<file path="config.mk">
export PLATFORM = sky130hd
export DESIGN_NAME = savg_front
export DESIGN_NICKNAME = d
export VERILOG_FILES = /design/src/hdl/savg_pkg.sv /design/src/hdl/savg_front.sv
export SDC_FILE = /design/constraint.sdc
export NUM_CORES = 1
export LEC_CHECK = 0
export ABC_AREA = 0
export BUFFER_PORTS_ARGS = -buffer_cell sky130_fd_sc_hd__buf_2
export CORE_MARGIN = 2
export CORE_UTILIZATION = 49
export DETAILED_ROUTE_END_ITERATION = 8
export MAX_ROUTING_LAYER = met4
export PLACE_DENSITY_LB_ADDON = 0.12
export SYNTH_ARGS = -nofsm -noshare
export SYNTH_HDL_FRONTEND = slang
export SYNTH_SLANG_ARGS = --single-unit
</file>
<file path="constraint.sdc">
create_clock -name aclk -period 3.3 [get_ports aclk]
set_input_delay 0.66 -clock aclk [delete_from_list [all_inputs] [get_ports aclk]]
set_output_delay 0.66 -clock aclk [all_outputs]
set_load 0.05 [all_outputs]
</file>
<file path="src/hdl/savg_pkg.sv">
package savg_pkg;

    // command codes
    localparam logic [1:0] CMD_RENDER = 2'd0;
    localparam logic [1:0] CMD_TICK   = 2'd1;
    localparam logic [1:0] CMD_WRITE  = 2'd2;

    // attribute targets, screen byte bits 4..3
    localparam logic [1:0] ATTR_INK   = 2'd0;
    localparam logic [1:0] ATTR_TEXT  = 2'd1;
    localparam logic [1:0] ATTR_PAPER = 2'd2;
    localparam logic [1:0] ATTR_VIDEO = 2'd3;

    // screen memory bases
    localparam logic [15:0] HIRES_BASE      = 16'ha000;
    localparam logic [15:0] TEXT_BASE       = 16'hbb80;
    localparam logic [15:0] LOWER_TEXT_BASE = 16'hbf68;

    // charset store geometry
    localparam int GLYPH_DEPTH  = 4096;
    localparam int GLYPH_ADDR_W = 12;
    localparam int GLYPH_W      = 6;

    localparam logic [2:0] INK_RESET = 3'd7;

    typedef struct packed {
        logic [1:0]  command;
        logic [7:0]  line;
        logic [5:0]  column;
        logic [7:0]  screen_byte;
        logic [11:0] glyph_address;
        logic [5:0]  glyph_bits;
    } savg_in_t;

    typedef struct packed {
        logic [2:0]  pixel0;
        logic [2:0]  pixel1;
        logic [2:0]  pixel2;
        logic [2:0]  pixel3;
        logic [2:0]  pixel4;
        logic [2:0]  pixel5;
        logic [15:0] next_address;
    } savg_out_t;

    // cell after attribute decode, waiting for the charset read
    typedef struct packed {
        logic        use_glyph;
        logic [5:0]  direct_bits;
        logic [2:0]  fg;
        logic [2:0]  bg;
        logic [8:0]  next_line;
        logic [6:0]  next_column;
        logic        hires_now;
        logic        mode_hires;
    } stage_t;

endpackage

</file>
<file path="src/hdl/savg_front.sv">
module savg_front
    import savg_pkg::*;
#(
    parameter int GRAPHIC_LINES  = 200,
    parameter int CELLS_PER_LINE = 40,
    parameter int TOTAL_LINES    = 224
) (
    input  logic                    aclk,
    input  logic                    aresetn,
    input  logic                    s_valid,
    output logic                    s_ready,
    input  savg_in_t                s_data,
    input  logic                    out_free,
    output logic                    s1_valid,
    output stage_t                  s1_data,
    output logic                    ram_wr_en,
    output logic [GLYPH_ADDR_W-1:0] ram_wr_addr,
    output logic [GLYPH_W-1:0]      ram_wr_data,
    output logic                    ram_rd_en,
    output logic [GLYPH_ADDR_W-1:0] ram_rd_addr
);

    localparam logic [8:0] GRAPHIC_L = 9'(GRAPHIC_LINES);
    localparam logic [6:0] CELLS_L   = 7'(CELLS_PER_LINE);
    localparam logic [8:0] TOTAL_L   = 9'(TOTAL_LINES);

    logic [2:0] ink_reg, ink_next;
    logic [2:0] paper_reg, paper_next;
    logic [2:0] text_reg, text_next;
    logic [2:0] video_reg, video_next;
    logic [3:0] ticks_reg;
    logic       phase_reg;
    logic       hires_reg, hires_next;
    logic       s1_valid_reg;
    stage_t     s1_data_reg, s1_data_next;

    logic       render_acc, tick_acc, write_acc;
    logic       col0, graphic, is_attr, hires_cur;
    logic [2:0] ink_cur, paper_cur, text_cur, attr_val, fg, bg;
    logic [2:0] glyph_row;
    logic [3:0] ticks_inc;

    // one request per cycle while stage one can move on
    assign s_ready    = !s1_valid_reg || out_free;
    assign render_acc = s_valid && s_ready && (s_data.command == CMD_RENDER);
    assign tick_acc   = s_valid && s_ready && (s_data.command == CMD_TICK);
    assign write_acc  = s_valid && s_ready && (s_data.command == CMD_WRITE);

    // line start defaults and frame latch
    always_comb begin
        col0      = (s_data.column == 6'd0);
        graphic   = ({1'b0, s_data.line} < GRAPHIC_L);
        is_attr   = (s_data.screen_byte[6:5] == 2'b00);
        attr_val  = s_data.screen_byte[2:0];
        ink_cur   = col0 ? INK_RESET : ink_reg;
        paper_cur = col0 ? 3'd0 : paper_reg;
        text_cur  = col0 ? 3'd0 : text_reg;
        hires_cur = (col0 && (s_data.line == 8'd0)) ? video_reg[2] : hires_reg;
    end

    // attribute decode
    always_comb begin
        ink_next   = ink_cur;
        paper_next = paper_cur;
        text_next  = text_cur;
        video_next = video_reg;
        hires_next = hires_cur;
        if (is_attr) begin
            unique case (s_data.screen_byte[4:3])
                ATTR_INK:   ink_next   = attr_val;
                ATTR_TEXT:  text_next  = attr_val;
                ATTR_PAPER: paper_next = attr_val;
                ATTR_VIDEO: video_next = attr_val;
            endcase
            if (graphic) begin
                hires_next = video_next[2];
            end
        end
    end

    // colours, glyph row and raster step
    always_comb begin
        glyph_row = text_cur[1] ? {s_data.line[3], s_data.line[2:1]} : s_data.line[2:0];
        fg = (text_next[2] && phase_reg) ? paper_next : ink_next;
        bg = paper_next;
        if (s_data.screen_byte[7]) begin
            fg = ~fg;
            bg = ~bg;
        end
        s1_data_next.use_glyph   = !is_attr && !(hires_cur && graphic);
        s1_data_next.direct_bits = is_attr ? 6'd0 : s_data.screen_byte[5:0];
        s1_data_next.fg          = fg;
        s1_data_next.bg          = bg;
        s1_data_next.next_column = {1'b0, s_data.column} + 7'd1;
        s1_data_next.next_line   = {1'b0, s_data.line};
        if (s1_data_next.next_column >= CELLS_L) begin
            s1_data_next.next_column = 7'd0;
            s1_data_next.next_line   = {1'b0, s_data.line} + 9'd1;
        end
        s1_data_next.hires_now  = hires_next;
        s1_data_next.mode_hires = video_next[2];
        // lines past the frame wrap to line zero of the current mode
        if (s1_data_next.next_line >= TOTAL_L) begin
            s1_data_next.next_line = TOTAL_L;
        end
    end

    assign ticks_inc = ticks_reg + 4'd1;

    // charset store access
    assign ram_wr_en   = write_acc;
    assign ram_wr_addr = s_data.glyph_address;
    assign ram_wr_data = s_data.glyph_bits;
    assign ram_rd_en   = render_acc;
    assign ram_rd_addr = {video_reg[2], text_cur[0], s_data.screen_byte[6:0], glyph_row};

    // attribute state and flash timer
    always_ff @(posedge aclk) begin
        if (!aresetn) begin
            ink_reg      <= INK_RESET;
            paper_reg    <= 3'd0;
            text_reg     <= 3'd0;
            video_reg    <= 3'd0;
            ticks_reg    <= 4'd0;
            phase_reg    <= 1'b0;
            hires_reg    <= 1'b0;
            s1_valid_reg <= 1'b0;
        end else begin
            if (render_acc) begin
                ink_reg   <= ink_next;
                paper_reg <= paper_next;
                text_reg  <= text_next;
                video_reg <= video_next;
                hires_reg <= hires_next;
            end
            if (tick_acc) begin
                ticks_reg <= ticks_inc;
                if (ticks_inc == 4'd0) begin
                    phase_reg <= ~phase_reg;
                end
            end
            if (render_acc) begin
                s1_valid_reg <= 1'b1;
            end else if (out_free) begin
                s1_valid_reg <= 1'b0;
            end
        end
    end

    // stage one payload
    always_ff @(posedge aclk) begin
        if (render_acc) begin
            s1_data_reg <= s1_data_next;
        end
    end

    assign s1_valid = s1_valid_reg;
    assign s1_data  = s1_data_reg;

endmodule

</file>
==> summary.md <==
| Metric | Value |
|---|---|
| Hold WC Path Type | flip-flop to flip-flop |
| Status | completed |
| Max Clk Rate | 376 MHz |
| Hpwl dp | about 4000 um |
| Max VDD drop | roughly 0.22 mV |
| Buffer count from post-CTS setup fixing | 0 |
| CTS Hold Buffers Added | 0 |
| Final setup vio count | 0 |
| Sequential cell area | ~1300 um2 |
| DIE AREA | roughly 6500 um2 |
| DRC Markers | 0 |
| Via/cell ratio | roughly 5.4 |
| Post-Synthesis Cells | 283 |
| Most area-hungry cell type in the Yosys netlist | edfxtp_1 |
| Core area | around 5600 um2 |
| H-tree levels | 2 |
| Max transition margin | 0.597 |
| DIE HEIGHT | around 80 um |
| Row Count | 27 |
| Crit Path Class | input pin to output pin |
| Total Power | around 1.3 mW |
| Gpl congestion | 0.873 |
| CTS tree | built |
| Cts bufs inserted | 5 |
| Fin nets | approximately 380 |
| Maxcap violations | 0 |
| Grt ovf | 0 |
| Setup TNS | 0 ps |
| Clock root buffer | clkbuf_8 |
| Antenna violations before repair | 0 |
| PortBufs | 74 |
| P per Cell Area | 410 nW/um2 |
| Synthesis-to-finish area growth | 12.1% |
| Crit path DAT | 2000 ps |
| Largest register FFs | 31 |
| Wire per inst | around 14 um |
| Yosys warnings | 0 |
| Pin count of the biggest net entering global routing | between 40 and 50 |
| Clock slew at reported path FFs | about 80 ps |
| Pleak | about 1.4 nW |
| Crit path launch type | input pin |
| Die width | between 80 and 90 um |
| Skew final | between 6 and 7 ps |
| Main flop type after synthesis | edfxtp_1 |
| Synthesis-stage register bit count | between 40 and 50 |
| Worst Tran Pin Value | roughly 600 ps |
| RSZ-0062 raised after global routing | false |
| Clock Tree Buf Depth | 2 |
| Via count | roughly 2200 |
| Post-synthesis sequential area ratio | 0.443 |
| Period utilisation layout | 0.806 |
| Starting density of the core | 0.515 |
| First-pass GRT wire length | 9030 um |
| Mapped Area | approximately 2900 um2 |
| CP Capture Type | output pin |
| Total track usage | 0.182 |
| Drt pass-1 iters | 4 |
| CP Max Fanout | 11 |
| Final Critical Period | ~2700 ps |
| Antenna viol nets, final | 0 |
| WHS | 473 ps |
| DRT Wirelength | roughly 5400 um |
| EDFF count, synth | 31 |
| Area of the multi-input gates | 1320 um2 |
| Clk sinks | 48 |
| Drt initial violations | ~80 |
| Vias in the first global route | 1939 |
| Post-synth top area share | 0.324 |
| Slew Viols, Final | 0 |
| Later-pin clock latency in the skew report | around 290 ps |
| Synthesized area per cell | a little over 10 um2 |
| Commonest non-fill, non-tap cells in the layout | buf_2, edfxtp_1, nand2_1, dfxtp_1, nor2_1 |
| I/O pins | between 100 and 150 |
| Final hold vios | 0 |
| FILL cells | between 500 and 600 |
| CTS resizes | 0 |
| Asr flop ratio synth | 0 |
| Distinct cells, synth | between 50 and 60 |
| Top cells by area, synth | edfxtp_1, dfxtp_1, buf_4 |
| Fraction of layout cells with a size suffix above 1 | 0.296 |
| Commonest non-fill, non-tap cell in the layout | buf_2 |
| Required @ worst endpoint | 2640 ps |
| Final cell count without fillers | between 400 and 500 |
| Diodes inserted | 0 |
| Placed Instances | about 400 |
kinds of logic (layout without fill, tap and decap cells):
logic type,after synthesis,in the layout,share of synthesized area
AND/OR/NAND/NOR,103,103,0.205
AO/OA/AOI/OAI,55,55,0.141
flip-flops,48,48,0.443
buffers and inverters,45,92,0.0980
multiplexers,13,13,0.0492
XOR/XNOR,12,12,0.0366
adder cells (fa/ha/maj),6,6,0.0261
other,1,2,0.00131
where the power goes:
| part | switching, mW | internal, mW |
|---|---|---|
| combinational | 0.161 | 0.0691 |
| sequential | 0.00460 | 0.658 |
| clock | 0.183 | 0.244 |
| total | 0.349 | 0.971 |
worst max-delay path: stages:
cell,delay (ps)
buf_2,180
nor4_2,330
nand2_1,120
nand2_1,140
mux2_2,350
buf_2,210
routing by layer:
layer  GRT usage  part of all wire  vias up
li1            -                 -     1092
met3      0.0348             0.070       15
met1       0.240              0.46      977
met5           -                 0        -
met2       0.280              0.45       86
met4      0.0644             0.016        0
layout make-up:
| cell class | instances | share of cell area |
|---|---|---|
| timing repair buffer | 77 | 0.122 |
| clock inverter | 2 | 0.0105 |
| sequential | 48 | 0.395 |
| inverter | 7 | 0.00816 |
| tap | 72 | 0.0280 |
| multi-input combinational | 191 | 0.411 |
| clock buffer | 6 | 0.0256 |
cell usage after synthesis, types with 3 or more instances:
master,number
a21boi_0,4
a21o_1,3
a21oi_1,6
a22oi_1,3
a31oi_1,5
and2_1,11
and3_1,3
buf_2,6
buf_4,26
clkbuf_1,3
dfxtp_1,17
edfxtp_1,31
ha_1,6
inv_1,7
mux2_2,4
mux2i_1,7
nand2_1,26
nand2b_1,4
nand3_1,9
nand3b_1,3
nor2_1,12
nor2b_1,10
nor3_1,5
nor4b_1,3
o211a_1,3
o211ai_1,3
o21ai_0,10
o22ai_1,6
o2bb2ai_1,3
xnor2_1,6
xor2_1,6
stage by stage:
stage	instance area [um2]	setup slack (ps)	utilization
floorplan	2880	280	-
global placement	3100	625	0.557
detailed placement	3100	544	0.557
CTS	3220	626	0.578
global route	3220	571	0.578
finish	3220	641	0.578
path summary, 6_finish.rpt:
check	start	endpoint	slack (ps)	cells after the start
worst min-delay path	hires_reg$_SDFFE_PN0P_	hires_reg$_SDFFE_PN0P_	470	2
worst min register to register	hires_reg$_SDFFE_PN0P_	hires_reg$_SDFFE_PN0P_	470	2
worst max-delay path	s_data[31]	ram_rd_addr[2]	640	6
worst max register to register	s1_valid$_SDFFE_PN0P_	text_reg[1]$_SDFFE_PN0P_	1510	6
No activity file was read; power rests on OpenSTA's default activity.
