===== src/hdl/savg_pkg.sv =====
package savg_pkg;

    // command codes
    localparam logic [1:0] CMD_RENDER = 2'd0;
    localparam logic [1:0] CMD_TICK   = 2'd1;
    localparam logic [1:0] CMD_WRITE  = 2'd2;

    // attribute targets, screen byte bits 4..3
    localparam logic [1:0] ATTR_INK   = 2'd0;
    localparam logic [1:0] ATTR_TEXT  = 2'd1;
    localparam logic [1:0] ATTR_PAPER = 2'd2;
    localparam logic [1:0] ATTR_VIDEO = 2'd3;

    // screen memory bases
    localparam logic [15:0] HIRES_BASE      = 16'ha000;
    localparam logic [15:0] TEXT_BASE       = 16'hbb80;
    localparam logic [15:0] LOWER_TEXT_BASE = 16'hbf68;

    // charset store geometry
    localparam int GLYPH_DEPTH  = 4096;
    localparam int GLYPH_ADDR_W = 12;
    localparam int GLYPH_W      = 6;

    localparam logic [2:0] INK_RESET = 3'd7;

    typedef struct packed {
        logic [1:0]  command;
        logic [7:0]  line;
        logic [5:0]  column;
        logic [7:0]  screen_byte;
        logic [11:0] glyph_address;
        logic [5:0]  glyph_bits;
    } savg_in_t;

    typedef struct packed {
        logic [2:0]  pixel0;
        logic [2:0]  pixel1;
        logic [2:0]  pixel2;
        logic [2:0]  pixel3;
        logic [2:0]  pixel4;
        logic [2:0]  pixel5;
        logic [15:0] next_address;
    } savg_out_t;

    // cell after attribute decode, waiting for the charset read
    typedef struct packed {
        logic        use_glyph;
        logic [5:0]  direct_bits;
        logic [2:0]  fg;
        logic [2:0]  bg;
        logic [8:0]  next_line;
        logic [6:0]  next_column;
        logic        hires_now;
        logic        mode_hires;
    } stage_t;

endpackage


===== src/hdl/savg_render.sv =====
module savg_render
    import savg_pkg::*;
#(
    parameter int GRAPHIC_LINES  = 200,
    parameter int CELLS_PER_LINE = 40,
    parameter int TOTAL_LINES    = 224
) (
    input  logic               aclk,
    input  logic               aresetn,
    input  logic               s1_valid,
    input  stage_t             s1_data,
    input  logic [GLYPH_W-1:0] glyph_data,
    output logic               out_free,
    output logic               m_valid,
    input  logic               m_ready,
    output savg_out_t          m_data
);

    localparam logic [8:0]  GRAPHIC_L = 9'(GRAPHIC_LINES);
    localparam logic [8:0]  TOTAL_L   = 9'(TOTAL_LINES);
    localparam logic [15:0] CELLS_W   = 16'(CELLS_PER_LINE);

    logic        m_valid_reg;
    savg_out_t   m_data_reg, m_data_next;
    logic [5:0]  bits;
    logic [8:0]  row_term;
    logic [15:0] base, offset;

    assign out_free = !m_valid_reg || m_ready;

    // pixel expansion, data bit 5 is leftmost
    always_comb begin
        bits = s1_data.use_glyph ? glyph_data : s1_data.direct_bits;
        m_data_next.pixel0 = bits[5] ? s1_data.fg : s1_data.bg;
        m_data_next.pixel1 = bits[4] ? s1_data.fg : s1_data.bg;
        m_data_next.pixel2 = bits[3] ? s1_data.fg : s1_data.bg;
        m_data_next.pixel3 = bits[2] ? s1_data.fg : s1_data.bg;
        m_data_next.pixel4 = bits[1] ? s1_data.fg : s1_data.bg;
        m_data_next.pixel5 = bits[0] ? s1_data.fg : s1_data.bg;
    end

    // next fetch address: pick row, one constant multiply, then add base and column
    always_comb begin
        if (s1_data.next_line >= GRAPHIC_L) begin
            row_term = (s1_data.next_line - GRAPHIC_L) >> 3;
            base     = LOWER_TEXT_BASE;
        end else if (s1_data.hires_now) begin
            row_term = s1_data.next_line;
            base     = HIRES_BASE;
        end else begin
            row_term = s1_data.next_line >> 3;
            base     = TEXT_BASE;
        end
        offset = 16'(16'(row_term) * CELLS_W);
        if (s1_data.next_line >= TOTAL_L) begin
            m_data_next.next_address = s1_data.mode_hires ? HIRES_BASE : TEXT_BASE;
        end else begin
            m_data_next.next_address = base + offset + 16'(s1_data.next_column);
        end
    end

    // result register
    always_ff @(posedge aclk) begin
        if (!aresetn) begin
            m_valid_reg <= 1'b0;
        end else if (out_free) begin
            m_valid_reg <= s1_valid;
        end
    end

    always_ff @(posedge aclk) begin
        if (out_free && s1_valid) begin
            m_data_reg <= m_data_next;
        end
    end

    assign m_valid = m_valid_reg;
    assign m_data  = m_data_reg;

endmodule


===== config.mk =====
export PLATFORM = sky130hd
export DESIGN_NAME = savg_render
export DESIGN_NICKNAME = d
export VERILOG_FILES = /design/src/hdl/savg_pkg.sv /design/src/hdl/savg_render.sv
export SDC_FILE = /design/constraint.sdc
export NUM_CORES = 1
export LEC_CHECK = 0
export BUFFER_PORTS_ARGS = -buffer_cell sky130_fd_sc_hd__buf_2
export CAP_MARGIN = 20
export CORE_ASPECT_RATIO = 2
export CORE_MARGIN = 4
export CORE_UTILIZATION = 48
export CTS_CLUSTER_DIAMETER = 80
export CTS_CLUSTER_SIZE = 16
export DETAILED_ROUTE_END_ITERATION = 8
export MAX_ROUTING_LAYER = met4
export PLACE_DENSITY = 0.79
export SYNTH_ARGS = -nofsm -noshare
export SYNTH_HDL_FRONTEND = slang
export SYNTH_SLANG_ARGS = --single-unit

===== constraint.sdc =====
create_clock -name aclk -period 5.35 [get_ports aclk]
set_input_delay 1.07 -clock aclk [delete_from_list [all_inputs] [get_ports aclk]]
set_output_delay 1.07 -clock aclk [all_outputs]
set_load 0.1 [all_outputs]

==> results of run 1 <==
==> final cells by class <==
cell class              instances  share of cell area (%)
repair buffers                116                   18.71
clock buffers                   5                   1.847
multi-input cells             181                   46.56
flip-flops and latches         35                   27.95
inverters                      14                   1.747
clock inverters                 3                   1.176
well taps                      60                   2.015
==> synth_stat cells (all sizes together), types with 2 or more instances <==
library cell  instances
a21boi                2
mux2i                12
o21a                  2
edfxtp               34
fa                    5
a21o                  6
nand3                 5
nor2b                 3
mux2                 19
o211ai                5
nand2                 8
nand2b                5
inv                  14
clkbuf                3
a21oi                 5
xnor2                 4
ha                   34
a211oi                3
o21ai                12
a31oi                 4
xor2                  6
o22ai                 2
nand4                 2
or2                   2
nor4                  2
nor2                 13
and2                  6
==> report_power, final <==
part	leakage [nW]	switching (mW)	internal [mW]	total, mW
logic	1.32	0.520	0.297	0.817
clock network	0.0581	0.0957	0.139	0.234
registers	0.338	0.00777	0.348	0.356
total	1.71	0.624	0.783	1.41
==> metal layers <==
| layer | up-vias | share of wire, % | GRT usage [%] |
|---|---|---|---|
| li1 | 1118 | - | - |
| met5 | - | 0 | - |
| met2 | 86 | 59 | 39.17 |
| met1 | 1087 | 31 | 17.40 |
| met3 | 25 | 5.7 | 1.472 |
| met4 | 0 | 4.7 | 9.551 |
==> how the worst max path moves through the flow <==
stage | startpoint | to | slack (ns) | cells past startpoint
detailed placement | s1_data[12] | m_data[13] | -0.32 | 23
floorplan | s1_data[13] | m_data[13] | 0.003 | 23
CTS | s1_data[12] | m_data[13] | 0.04 | 23
finish | s1_data[13] | m_data[13] | 0.09 | 24
global placement | s1_data[12] | m_data[13] | -0.17 | 23
global route | s1_data[13] | m_data[13] | -0.08 | 24
==> kinds of logic (layout without fill, tap and decap cells) <==
logic type,after synthesis,after routing,share of synthesized area [%]
AOI/OAI and AO/OA,50,50,13.04
xor gates and xnor gates,10,10,3.272
adders and majority gates,39,39,19.64
buffers and inverters,17,138,2.478
DFF,35,35,38.90
muxes,31,31,12.62
other,1,2,0.1401
and+or+nand+nor,49,49,9.911
==> tightest hold or removal path, stage by stage, from the launching register on <==
cell      delay [ns]
dfxtp_1         0.31
nand2b_1        0.09
a21boi_0        0.08
==> what timing repair did <==
action / 4_1_cts / 5_1_grt
setup endpoints to repair: 1 / 4
pin swaps: 0 / 17
buffers inserted: 0 / 7
resized for setup: 1 / 32
==> through the flow <==
| stage | setup TNS [ns] | area [sq um] | utilization (%) | hold slack (ns) | setup slack [ns] |
|---|---|---|---|---|---|
| after floorplan | 0 | 2719 | - | 1.209 | 0.002508 |
| after global placement | -0.3146 | 3403 | 62.79 | 0.5006 | -0.1662 |
| after detailed placement | -0.8258 | 3403 | 62.79 | 0.5280 | -0.3224 |
| after CTS | 0 | 3520 | 64.94 | 0.5385 | 0.03672 |
| after global routing | -0.1167 | 3725 | 68.72 | 0.5866 | -0.08099 |
| final | 0 | 3725 | 68.72 | 0.5331 | 0.09441 |
==> summary.md, run 1 <==
| Metric | Value |
|---|---|
| Status | complete, no violations |
| Critical path's most frequent cell | ha_4 |
| Most frequent cells in the layout | 74 x buf_2, 40 x buf_4, 34 x edfxtp_1, 28 x ha_1, 18 x mux2_2 |
| Placed Instances | 398 |
| R2r setup slk | 4.09 ns |
| Clock root cell | clkbuf_8 |
| Cells after synthesis | 232 |
| Crit path max-delay family | compound AO/OA/AOI/OAI gates |
| Top FF cell, synth | edfxtp_1 |
| Skew-Pair Late Insertion Delay | 0.28 ns |
| Async S/R FF share, synth | 0% |
| Required time worst endpoint | 5.39 ns |
| Post-cts hold buffer count | 0 |
| Synth area leader | edfxtp_1 |
| Setup-failing EPs final | 0 |
| CTS H-tree depth | 2 |
| Hold Path Class | flip-flop to flip-flop |
| Synth-to-layout area growth | 39.18% |
| Unrepaired setup endpoints after global routing | true |
| Share of cells above drive strength 1 | 48.59% |
| Syn Area/Cell | 11.54 sq um |
| Final min period | 5.256 ns |
| Die ar. | 6907 sq um |
| Vias in the first global route | 2302 |
| Register area share after synthesis | 38.90% |
| Area of the multi-input gates | 1734 sq um |
| Slew Limit Fails | 0 |
| Register Area | 1041 sq um |
| Die height | 113.6 um |
| DR DRC count | 0 |
| R2R cell count | 3 |
| CP Launch Type | primary input |
| Final layout net count | 433 |
| GPL Wtd Cong | 0.9117 |
| Post-Route WL | 6855 um |
| Setup CP Type | primary input to flip-flop |
| Ports | 77 |
| CP arrival | 5.30 ns |
| Synthesized flop and latch total | 35 |
| Layout Skew | 0.002696 ns |
| Detailed Place HPWL | 5450 um |
| Number of flops mapped to enable cells by yosys | 34 |
| Pwr/cell area | 377.8 nW/um^2 |
| Post-route insts no fill | 414 |
| Max-cap viol count | 0 |
| Worst rel slew slack | 67.49% |
| CP max stage cell | fa_2 |
| Remaining Overflow, GRT | 0 |
| Largest net degree at the start of global routing | 35 |
| Diode count | 0 |
| Core area | 5420 sq um |
| Lkg Pwr | 1.713 nW |
| Fin crit share | 98.24% |
| Yosys cell types | 46 |
| Hold Vio Cnt, Final | 0 |
| DR iter-0 viols | 52 |
| Site Rows | 38 |
| Bufs and invs on worst path | 4 |
| Reg2Reg Capture Point | m_data[21] |
| Crit-path cells | buf_8, inv_8, ha_4, nor4b_4, o211ai_4, nand2b_4, inv_4, mux2_4, o221a_4, ha_4, inv_2, fa_2, nor2b_2, o21ai_2, a21boi_2, nor4_2, a311o_1, ha_4, ha_4, a21o_1, a2111o_1, o22ai_2, xor2_1, nand2_1 |
| Antenna violations before repair | 0 |
| RR Startpoint | m_valid |
| Worst Hold Endpoint | m_valid |
| Hold path startpoint | m_valid |
| CP peak stage delay | 0.41 ns |
| Initial Util | 49.38% |
| Commonest non-fill, non-tap cell in the layout | buf_2 |
| Area contributors post-synth | edfxtp_1 38%, ha_1 16%, mux2_2 7.6% |
| Synthesized area | 2676 sq um |
| Remaining antenna violation count | 0 |
| Hold Path Stages | 2 |
| CTS tree | built |
| Wirelength per Cell | 16.56 um |
| CTS Buf Count | 5 |
| Total number of vias | 2316 |
| Number of port buffers | 76 |
| GRT Util Overall | 19.93% |
| Max reg flops | 34 |
| Ys Warns | 0 |
| Worst-path maximum fanout | 4 |
| Synth top area share | 38.15% |
| Worst-Margin Slew | 0.4741 ns |
| # fillers | 426 |
| Worst-path clk slew | 0.07 ns |
| First-pass GRT wire length | 10120 um |
| DR pass1 iterations | 4 |
| Via density per instance | 5.594 |
| Die Wd | 60.80 um |
| Pwr Total | 1.407 mW |
| Worst Setup End Kind | flip-flop |
| Fmax | 190.3 MHz |
| Clk sinks | 35 |
| Clock buffer depth | 2 |
| Worst VDD drop | 0.0003026 V |
(Power assumes the default switching activity.)
==> inputs of run 2 (changes only) <==
BUFFER_PORTS_ARGS = -buffer_cell sky130_fd_sc_hd__buf_4   (was -buffer_cell sky130_fd_sc_hd__buf_2)
==> summary.md, run 2 (same netlist as run 1, synthesis figures left out) <==
| Metric | Value |
|---|---|
| Detailed Place HPWL | 5793 um |
| R2R cell count | 3 |
| Most frequent cells in the layout | 113 x buf_4, 34 x edfxtp_1, 30 x ha_1, 18 x mux2_2 |
| Worst Hold Endpoint | m_valid |
| Remaining Overflow, GRT | 0 |
| Final instance area | 3785 sq um |
| Reg2Reg Capture Point | m_data[1] |
| Internal power | 0.7969 mW |
| DR DRC count | 0 |
| Seq pwr share | 25.3% |
| Placed Instances | 399 |
| Antenna violations before repair | 0 |
| Die height | 113.6 um |
| Fmax | 190.3 MHz |
| Worst Setup End Kind | flip-flop |
| Worst rel slew slack | 67.47% |
| Lkg Pwr | 1.745 nW |
| Hold path startpoint | m_valid |
| Final layout net count | 430 |
| GPL Wtd Cong | 0.9023 |
| Via density per instance | 5.552 |
| Clock buffer depth | 2 |
| DR pass1 iterations | 4 |
| Setup-failing EPs final | 0 |
| Initial Util | 49.38% |
| Combinational Power Share | 58.7% |
| Wirelength per Cell | 16.83 um |
| Clk sinks | 35 |
| CTS tree | built |
| CP arrival | 5.28 ns |
| Site Rows | 38 |
| Remaining antenna violation count | 0 |
| Share of cells above drive strength 1 | 45.58% |
| First-pass GRT wire length | 10360 um |
| Post-Route WL | 6918 um |
| CP Launch Type | primary input |
| CTS Buf Count | 5 |
| Psw | 0.6161 mW |
| Largest net degree at the start of global routing | 35 |
| Number of port buffers | 76 |
| Die Wd | 60.80 um |
| Switching Fraction | 43.60% |
| Skew-Pair Late Insertion Delay | 0.28 ns |
| Worst VDD drop | 0.0003428 V |
| Met3 usage in global routing | 2.039% |
| M2 GR Usage | 42.17% |
| Pwr Total | 1.413 mW |
| # fillers | 412 |
| Hold Path Stages | 2 |
| Worst-path clk slew | 0.07 ns |
| Final min period | 5.256 ns |
| Synth-to-layout area growth | 41.42% |
| Status | complete, no violations |
| Core area | 5420 sq um |
| Busiest grt layer | met2 |
| R2r setup slk | 4.04 ns |
| Layout Skew | 0.006310 ns |
| Slew Limit Fails | 0 |
| CP max stage cell | fa_2 |
| Clock root cell | clkbuf_8 |
| Fin crit share | 98.24% |
| CTS H-tree depth | 2 |
| Pwr/cell area | 373.3 nW/um^2 |
| Total number of vias | 2282 |
| TNS Setup | 0 ns |
| Hold Path Class | flip-flop to flip-flop |
| Max reg flops | 34 |
| Vias in the first global route | 2388 |
| Diode count | 0 |
| Worst-path maximum fanout | 4 |
| Post-route insts no fill | 411 |
| Setup CP Type | primary input to flip-flop |
| GRT Util Overall | 20.54% |
| CP peak stage delay | 0.40 ns |
| Required time worst endpoint | 5.37 ns |
| Unrepaired setup endpoints after global routing | true |
| M1 GR Usage | 15.68% |
| Max-cap viol count | 0 |
| DR iter-0 viols | 56 |
| Clock share of power | 16.0% |
| RR Startpoint | m_valid |
| Worst-Margin Slew | 0.4744 ns |
| Die ar. | 6907 sq um |
| Commonest non-fill, non-tap cell in the layout | buf_4 |
| Ports | 77 |
| Hold Vio Cnt, Final | 0 |
| Placed cell area | 3601 sq um |
run 2: through the flow:
step                      utilization (%)  setup slack, ns  hold WS, ns
after floorplan                         -         0.002508        1.209
after global placement              66.44          -0.1812       0.5165
after detailed placement            66.44          -0.3394       0.5657
after CTS                           68.77          0.02376       0.5747
after global routing                69.83          -0.1504       0.6254
final                               69.83          0.09417       0.5809
run 2: what timing repair did:
item,CTS,global route
endpoints found under the setup margin,1,3
buffers inserted,2,1
endpoints found under the hold margin,0,0
hold buffers,0,0
pin swaps,2,6
gates resized for setup,1,8
run 2: power by group through the flow:
stage / clock network, mW / registers, mW / logic (mW)
floorplan: 0 / 0.597 / 0.348
global placement: 0 / 0.362 / 0.791
detailed placement: 0 / 0.364 / 0.811
CTS: 0.230 / 0.358 / 0.819
global route: 0.242 / 0.361 / 0.893
finish: 0.226 / 0.358 / 0.829
run 2: cell type report:
type	instances	area, sq um	share of cell area, %
Multi-Input combinational cell	181	1658	43.80
Timing Repair Buffer	113	848.3	22.41
Clock buffer	5	68.82	1.818
Sequential cell	35	1041	27.50
Tap cell	60	75.07	1.983
Inverter	14	55.05	1.455
Clock inverter	3	38.79	1.025
run 2: per-layer routing:
metal | vias to the layer above | wire length, um
li1 | 1109 | -
met2 | 75 | 4231
met1 | 1085 | 2127
met3 | 13 | 393
met4 | 0 | 165
met5 | - | 0
run 2: how the worst max path moves through the flow:
stage,from,end,depth (start not counted)
2_1_floorplan,s1_data[13],m_data[13],23
5_1_grt,s1_data[13],m_data[13],25
3_5_place_dp,s1_data[13],m_data[13],24
3_3_place_gp,s1_data[12],m_data[13],23
4_1_cts,s1_data[13],m_data[13],24
6_report,s1_data[13],m_data[13],25
run 2: critical path, delay by kind of cell:
family	cells	cell delay, ns
AO/OA/AOI/OAI	7	1.36
XOR/XNOR	1	0.15
adder cells (fa/ha/maj)	6	1.52
buffers and inverters	5	0.44
multiplexers	1	0.14
AND/OR/NAND/NOR	5	0.58
